===== config.mk =====
export PLATFORM = sky130hd
export DESIGN_NAME = crc8_crc16_frame_check_append
export DESIGN_NICKNAME = d
export VERILOG_FILES = /design/src/crcfc_pkg.sv /design/src/crcfc_engine.sv /design/src/crcfc_out_queue.sv /design/src/crc8_crc16_frame_check_append.sv
export SDC_FILE = /design/constraint.sdc
export NUM_CORES = 1
export LEC_CHECK = 0
export BUFFER_PORTS_ARGS = -buffer_cell sky130_fd_sc_hd__buf_2
export CORE_ASPECT_RATIO = 2
export CORE_MARGIN = 2
export CORE_UTILIZATION = 65
export DETAILED_ROUTE_END_ITERATION = 7
export PLACE_DENSITY = 0.85
export SLEW_MARGIN = 10
export SYNTH_ARGS = -nofsm -noshare
export SYNTH_HDL_FRONTEND = slang
export SYNTH_HIERARCHICAL = 1
export SYNTH_SLANG_ARGS = --single-unit

===== constraint.sdc =====
create_clock -name clk -period 7.28 [get_ports clk]
set_input_delay 1.092 -clock clk [delete_from_list [all_inputs] [get_ports clk]]
set_output_delay 1.092 -clock clk [all_outputs]
set_load 0.03 [all_outputs]

===== src/crcfc_pkg.sv =====
package crcfc_pkg;

	localparam logic [7:0]  CRC8_PRESET    = 8'hFF;
	localparam logic [7:0]  CRC8_POLY_REF  = 8'h8C;
	localparam logic [15:0] CRC16_POLY_REF = 16'h8408;
	localparam logic [15:0] SEED_RESET     = 16'hFFFF;

	typedef enum logic [1:0] {
		KIND_DATA    = 2'd0,
		KIND_CHECK   = 2'd1,
		KIND_VERDICT = 2'd2
	} kind_t;

	// opcode bit 1 selects CRC-16, bit 0 selects append
	typedef struct packed {
		logic wide;
		logic append;
	} op_t;

	typedef struct packed {
		logic [7:0] data;
		logic       start;
		logic       last;
		op_t        op;
	} item_t;

	typedef struct packed {
		logic [7:0] data;
		kind_t      kind;
		logic       ok;
		logic       last;
	} result_t;

	typedef struct packed {
		logic [1:0]    count;
		result_t [2:0] res;
	} push_t;

	function automatic logic [7:0] crc8_update(input logic [7:0] crc, input logic [7:0] b);
		logic [7:0] c;
		c = crc ^ b;
		for (int i = 0; i < 8; i++) begin
			c = c[0] ? ((c >> 1) ^ CRC8_POLY_REF) : (c >> 1);
		end
		return c;
	endfunction

	function automatic logic [15:0] crc16_update(input logic [15:0] crc, input logic [7:0] b);
		logic [15:0] c;
		c = crc ^ {8'h00, b};
		for (int i = 0; i < 8; i++) begin
			c = c[0] ? ((c >> 1) ^ CRC16_POLY_REF) : (c >> 1);
		end
		return c;
	endfunction

endpackage


===== src/crcfc_engine.sv =====
module crcfc_engine
	import crcfc_pkg::*;
(
	input  logic        clk,
	input  logic        arst_n,
	input  logic        cfg_we,
	input  logic [15:0] cfg_wdata,
	input  item_t       item,
	input  logic        fire,
	output push_t       push
);

	logic [15:0] seed_q;
	logic [15:0] crc_q;
	logic [7:0]  h0_q;
	logic [7:0]  h1_q;
	logic [1:0]  cnt_q;
	op_t         op_q;
	logic        in_frame_q;

	logic [15:0] crc_e;
	logic [7:0]  h0_e;
	logic [7:0]  h1_e;
	logic [1:0]  cnt_e;
	op_t         op_e;
	logic        in_frame_e;

	logic [15:0] crc_n;
	logic [7:0]  h0_n;
	logic [7:0]  h1_n;
	logic [1:0]  cnt_n;
	logic        in_frame_n;

	logic [7:0]  feed_byte;
	logic [15:0] crc_fed;
	logic        depth_met;
	logic [1:0]  n;
	result_t [2:0] res;

	always_comb begin
		// frame start restarts everything with this byte
		op_e       = item.start ? item.op : op_q;
		crc_e      = item.start ? (item.op.wide ? seed_q : {8'h00, CRC8_PRESET}) : crc_q;
		h0_e       = item.start ? 8'h00 : h0_q;
		h1_e       = item.start ? 8'h00 : h1_q;
		cnt_e      = item.start ? 2'd0 : cnt_q;
		in_frame_e = item.start | in_frame_q;

		feed_byte = op_e.wide ? h0_e : h1_e;
		crc_fed   = op_e.wide ? crc16_update(crc_e, feed_byte)
		                      : {8'h00, crc8_update(crc_e[7:0], feed_byte)};
		depth_met = op_e.wide ? (cnt_e >= 2'd2) : (cnt_e >= 2'd1);

		crc_n      = crc_e;
		h0_n       = h0_e;
		h1_n       = h1_e;
		cnt_n      = cnt_e;
		in_frame_n = in_frame_e;
		n          = 2'd0;
		for (int i = 0; i < 3; i++) begin
			res[i] = '{data: 8'h00, kind: KIND_DATA, ok: 1'b0, last: 1'b0};
		end

		priority if (!in_frame_e) begin
			in_frame_n = 1'b0;
		end else if (!item.last) begin
			if (depth_met) begin
				crc_n = crc_fed;
				if (op_e.append) begin
					res[0] = '{data: feed_byte, kind: KIND_DATA, ok: 1'b0, last: 1'b0};
					n      = 2'd1;
				end
			end
			h0_n  = h1_e;
			h1_n  = item.data;
			cnt_n = (cnt_e == 2'd3) ? cnt_e : cnt_e + 2'd1;
		end else if (cnt_e < 2'd2) begin
			// too short to carry a check field
			in_frame_n = 1'b0;
			if (!op_e.append) begin
				res[0] = '{data: 8'h00, kind: KIND_VERDICT, ok: 1'b0, last: 1'b1};
				n      = 2'd1;
			end else if (cnt_e == 2'd1) begin
				res[0] = '{data: h1_e, kind: KIND_DATA, ok: 1'b0, last: 1'b0};
				res[1] = '{data: item.data, kind: KIND_DATA, ok: 1'b0, last: 1'b1};
				n      = 2'd2;
			end else begin
				res[0] = '{data: item.data, kind: KIND_DATA, ok: 1'b0, last: 1'b1};
				n      = 2'd1;
			end
		end else if (op_e.wide) begin
			in_frame_n = 1'b0;
			crc_n      = crc_fed;
			if (op_e.append) begin
				res[0] = '{data: h0_e, kind: KIND_DATA, ok: 1'b0, last: 1'b0};
				res[1] = '{data: crc_fed[7:0], kind: KIND_CHECK, ok: 1'b0, last: 1'b0};
				res[2] = '{data: crc_fed[15:8], kind: KIND_CHECK, ok: 1'b0, last: 1'b1};
				n      = 2'd3;
			end else begin
				res[0] = '{data: 8'h00, kind: KIND_VERDICT,
				           ok: (crc_fed[7:0] == h1_e) && (crc_fed[15:8] == item.data),
				           last: 1'b1};
				n      = 2'd1;
			end
		end else begin
			in_frame_n = 1'b0;
			crc_n      = crc_fed;
			if (op_e.append) begin
				res[0] = '{data: h1_e, kind: KIND_DATA, ok: 1'b0, last: 1'b0};
				res[1] = '{data: crc_fed[7:0], kind: KIND_CHECK, ok: 1'b0, last: 1'b1};
				n      = 2'd2;
			end else begin
				res[0] = '{data: 8'h00, kind: KIND_VERDICT,
				           ok: (crc_fed[7:0] == item.data), last: 1'b1};
				n      = 2'd1;
			end
		end

		push.count = fire ? n : 2'd0;
		push.res   = res;
	end

	always_ff @(posedge clk or negedge arst_n) begin
		if (!arst_n) begin
			seed_q     <= SEED_RESET;
			crc_q      <= 16'h0000;
			h0_q       <= 8'h00;
			h1_q       <= 8'h00;
			cnt_q      <= 2'd0;
			op_q       <= '0;
			in_frame_q <= 1'b0;
		end else begin
			if (cfg_we) begin
				seed_q <= cfg_wdata;
			end
			if (fire) begin
				crc_q      <= crc_n;
				h0_q       <= h0_n;
				h1_q       <= h1_n;
				cnt_q      <= cnt_n;
				op_q       <= op_e;
				in_frame_q <= in_frame_n;
			end
		end
	end

endmodule


===== src/crcfc_out_queue.sv =====
module crcfc_out_queue
	import crcfc_pkg::*;
#(
	parameter int DEPTH = 4
) (
	input  logic       clk,
	input  logic       arst_n,
	input  push_t      push,
	output logic       room,
	output logic       m_tvalid,
	input  logic       m_tready,
	output logic [7:0] m_tdata,
	output logic [2:0] m_tuser,
	output logic       m_tlast
);

	// DEPTH must be a power of two, at least 4, so the pointers wrap on their own; the block does not check it
	localparam int PW = $clog2(DEPTH);
	localparam int CW = $clog2(DEPTH + 1);

	result_t         mem [DEPTH];
	logic [PW-1:0]   wp_q;
	logic [PW-1:0]   rp_q;
	logic [CW-1:0]   count_q;
	logic            pop;
	logic [CW-1:0]   count_after_pop;
	result_t         head;

	assign pop             = m_tvalid & m_tready;
	assign count_after_pop = count_q - CW'(pop);
	// a frame end may push three words at once
	assign room            = count_after_pop <= CW'(DEPTH - 3);

	assign head     = mem[rp_q];
	assign m_tvalid = count_q != '0;
	assign m_tdata  = head.data;
	assign m_tuser  = {head.ok, head.kind};
	assign m_tlast  = head.last;

	always_ff @(posedge clk) begin
		for (int i = 0; i < 3; i++) begin
			if (2'(i) < push.count) begin
				mem[wp_q + PW'(i)] <= push.res[i];
			end
		end
	end

	always_ff @(posedge clk or negedge arst_n) begin
		if (!arst_n) begin
			wp_q    <= '0;
			rp_q    <= '0;
			count_q <= '0;
		end else begin
			wp_q    <= wp_q + PW'(push.count);
			rp_q    <= rp_q + PW'(pop);
			count_q <= count_after_pop + CW'(push.count);
		end
	end

endmodule


===== src/crc8_crc16_frame_check_append.sv =====
// Path: an accepted word is registered in item_s1, processed by the engine, and pushed into the
// output queue once it has room; its first result word is then presented from the queue.
// Throughput: one input word per cycle; a frame end emits up to three words that drain from the
// queue at one per cycle while m_tready is high, holding off input only when it is nearly full.
// Reset: arst_n clears the CRC state, frame tracking and output queue; the CRC-16 seed
// returns to 0xFFFF.
module crc8_crc16_frame_check_append
	import crcfc_pkg::*;
#(
	parameter int QUEUE_DEPTH = 4
) (
	input  logic        clk,
	input  logic        arst_n,
	input  logic        cfg_we,
	input  logic [15:0] cfg_wdata,
	input  logic        s_tvalid,
	output logic        s_tready,
	input  logic [7:0]  s_tdata,   // data_byte
	input  logic [2:0]  s_tuser,   // frame_start, opcode[1:0]
	input  logic        s_tlast,   // frame_last
	output logic        m_tvalid,
	input  logic        m_tready,
	output logic [7:0]  m_tdata,   // out_byte
	output logic [2:0]  m_tuser,   // out_kind[1:0], verdict_ok
	output logic        m_tlast    // frame_end
);

	item_t item_s1;
	logic  valid_s1;
	logic  room;
	logic  fire;
	push_t push;

	assign fire     = valid_s1 & room;
	assign s_tready = ~valid_s1 | fire;

	always_ff @(posedge clk) begin
		if (s_tvalid && s_tready) begin
			item_s1 <= '{data: s_tdata, start: s_tuser[0], last: s_tlast, op: op_t'(s_tuser[2:1])};
		end
	end

	always_ff @(posedge clk or negedge arst_n) begin
		if (!arst_n) begin
			valid_s1 <= 1'b0;
		end else if (s_tready) begin
			valid_s1 <= s_tvalid;
		end
	end

	crcfc_engine u_engine (
		.clk       (clk),
		.arst_n    (arst_n),
		.cfg_we    (cfg_we),
		.cfg_wdata (cfg_wdata),
		.item      (item_s1),
		.fire      (fire),
		.push      (push)
	);

	crcfc_out_queue #(
		.DEPTH (QUEUE_DEPTH)
	) u_queue (
		.clk      (clk),
		.arst_n   (arst_n),
		.push     (push),
		.room     (room),
		.m_tvalid (m_tvalid),
		.m_tready (m_tready),
		.m_tdata  (m_tdata),
		.m_tuser  (m_tuser),
		.m_tlast  (m_tlast)
	);

endmodule


==> qor.csv <==
metric,value,unit
r2r endpoint,u_queue/mem[2][9],
clk_lat worst skew,420,ps
Tightest Pin Transition,1030,ps
critical path endpoint category,flop,
Worst Path Buf+Inv,1,
startpoint types,flop,
H-tree lvl count,4,
Async SR Flop Fraction,50.4,%
pin count of the biggest net entering global routing,62,
Clock Skew,9.00,ps
synthesized area per cell,9.47,µm²
port bufs,46,
ant diodes,0,
Mapped Cells,859,
Synth top area share,22.2,%
most frequent cells in the layout,"nand2_1, nor2_1, edfxtp_1, a31oi_1, buf_2",
critical-path cell list,or3_1 > and2_1 > ha_1 > ha_1 > xnor2_1 > and2_1 > and2_1 > buf_4 > and3_1 > nand4bb_1 > nor2_1 > a31oi_1,
"Seq/Total Area, Yosys",41.2,%
"Hold-fix buffers, CTS",0,
final hold vios,0,
Most common cell on crit path,and2_1,
YS warnings,6,
# DRC,0,
"commonest non-fill, non-tap cell in the layout",nand2_1,
clk root buf,clkbuf_16,
CTS sink cnt,121,
"EDFF count, synth",60,
largest area contributor in the netlist,edfxtp_1,
Final Cycle Share,64.5,%
via/cell ratio,6.72,
Core ar.,0.0122,mm²
r2r setup slk,2580,ps
Yosys reg bits,121,
die area,0.0135,mm²
vias in the first global route,7024,
TritonCTS Buffers,17,
pwr/cell area,498,mW/mm²
first-pass GRT wire length,37.6,mm
max-cap violation count,0,
post-CTS sizing,0,
DP Area,0.00829,mm²
Overall Global Routing Usage,36.9,%
worst path arrival time,4800,ps
"Largest delay share family, worst path",simple AND/OR/NAND/NOR gates,
setup TNS,0,ps
RSZ-0062 raised after global routing,no,
DR iter-0 viols,542,
crit path time final,4700,ps
CP max-delay cell,nand4bb_1,
Post-Layout Cell Count,1031,
cell area after layout,0.00887,mm²
Static Leak,3.57,nW
worst vdd ir,0.347,mV
Worst Hold Depth,2,
Max Clk Rate,0.213,GHz
share of cells above drive strength 1,18.9,%
crit path to,u_queue/mem[2][9],
grt total ovfl,0,
drt pass-1 iters,7,
maximum clock insertion buffer count,2,
Tot Pwr,4.42,mW
stages on the worst setup path,12,
Die Y,162,µm
vias,6928,
IO Count,47,
TritonCTS clock tree,done,
"Slew Viols, Final",0,
dpl hpwl,17.6,mm
"slowest stage delay, CP",930,ps
initial core utilization,66.7,%
DIE WIDTH,83.1,µm
post-synth design cell area,0.00813,mm²
CP startpoint,u_queue/count_q[1],
DP Cell Count,999,
Routed Antenna Nets,0,
Clock Pin Slew Worst Setup and Hold Paths,60,ps
Worst R2R Start,u_queue/count_q[1],
post-synth cell types,80,
initial antenna violation count,0,
top_reg_cell synth,edfxtp_1,
outcome,"finished, final reports clean",
Hold WC Path Type,reg -> reg,
CP Max Fanout,45,
Critical Path RT,7380,ps
FF-to-FF path depth,12,
setup bufs post-CTS,0,
Area growth syn-to-layout,9.11,%
row count,57,
Final Setup Violations,0,
critical path class,reg -> reg,
Max-slew headroom,30.9,%
Final nets,910,
Synth area leaders,"edfxtp_1, dfrtp_1, nand2_1",
Avg WL per Cell,23.5,µm
Final GP Congestion,1.04,
routed wire length,24.3,mm
[routing by layer]
metal | global-route usage [%] | wire (µm) | vias to the layer above
met5 | 0 | 0 | -
met4 | 32.8 | 2260 | 0
met3 | 6.61 | 1570 | 154
met2 | 66.5 | 12700 | 393
met1 | 34.8 | 7700 | 3273
li1 | - | - | 3108
[final cells by class]
cell class,count,area (µm²)
clock buffers,20,468
clock inverters,12,114
fillers,891,3320
inverters,24,90.1
multi-input cells,648,4340
flip-flops and latches,121,3350
well taps,147,184
repair buffers,59,328
[cell usage after synthesis, types with 5 or more instances]
cell type / n
a21oi_1: 30
a22o_1: 15
a22oi_1: 14
a31oi_1: 49
and2_1: 11
and3_1: 9
buf_2: 28
buf_4: 12
clkbuf_1: 22
dfrtp_1: 45
dfstp_2: 16
edfxtp_1: 60
ha_1: 5
inv_1: 23
mux2_2: 18
mux2i_1: 23
mux4_2: 12
nand2_1: 128
nand3_1: 10
nand4_1: 5
nor2_1: 115
nor3_1: 6
o211ai_1: 6
o21ai_0: 27
o21ai_1: 7
o22a_1: 6
o22ai_1: 15
or2_2: 5
or3_1: 7
xnor2_1: 33
xor2_1: 18
[registers in the layout, indices dropped and copies added, names as in the netlist]
name                 flops
item_s1                 12
u_engine/cnt_q           2
u_engine/crc_q          16
u_engine/h0_q            8
u_engine/h1_q            8
u_engine/in_frame_q      1
u_engine/op_q            2
u_engine/seed_q         16
u_queue/count_q          3
u_queue/mem             48
u_queue/rp_q             2
u_queue/wp_q             2
valid_s1                 1
[where the power goes]
group | leakage [nW] | total (mW) | switching [mW] | internal, mW
Clock | 0.282 | 0.830 | 0.329 | 0.501
Sequential | 1.26 | 1.18 | 0.251 | 0.927
Combinational | 2.03 | 2.41 | 1.43 | 0.981
[worst register-to-register path: stages, from the launching register on]
cell and delay (ps):
dfrtp_1 380, or3_1 380, and2_1 190, ha_1 190, ha_1 190, xnor2_1 210
and2_1 170, and2_1 120, buf_4 400, and3_1 730, nand4bb_1 940, nor2_1 390
a31oi_1 100
[metrics by stage]
step	worst slack (ps)	hold slack (ps)	util [%]
2_1_floorplan	2630	488	-
3_3_place_gp	2470	514	68.0
3_5_place_dp	2260	520	68.0
4_1_cts	2610	529	72.8
5_1_grt	2220	558	72.8
6_report	2580	528	72.8
[logic make-up (layout without fill, tap and decap cells)]
family	Yosys count	after routing	synth area share, %
simple gates	328	328	19.0
fa+ha+maj	6	6	1.02
compound gates	196	196	16.7
other cells	1	5	0.0461
xor+xnor	57	57	7.20
buf+inv	94	115	5.63
mux	56	56	9.26
flops	121	121	41.2
[worst min-delay path by stage]
stage / from / end / slack, ps
final: u_engine/crc_q[8] / u_engine/crc_q[8] / 530
after global routing: u_engine/crc_q[8] / u_engine/crc_q[8] / 560
after CTS: u_engine/crc_q[8] / u_engine/crc_q[8] / 530
after detailed placement: u_engine/crc_q[8] / u_engine/crc_q[8] / 520
after global placement: u_engine/crc_q[15] / u_engine/crc_q[15] / 510
after floorplan: u_engine/crc_q[8] / u_engine/crc_q[8] / 490
No activity file was read; power rests on OpenSTA's default activity.
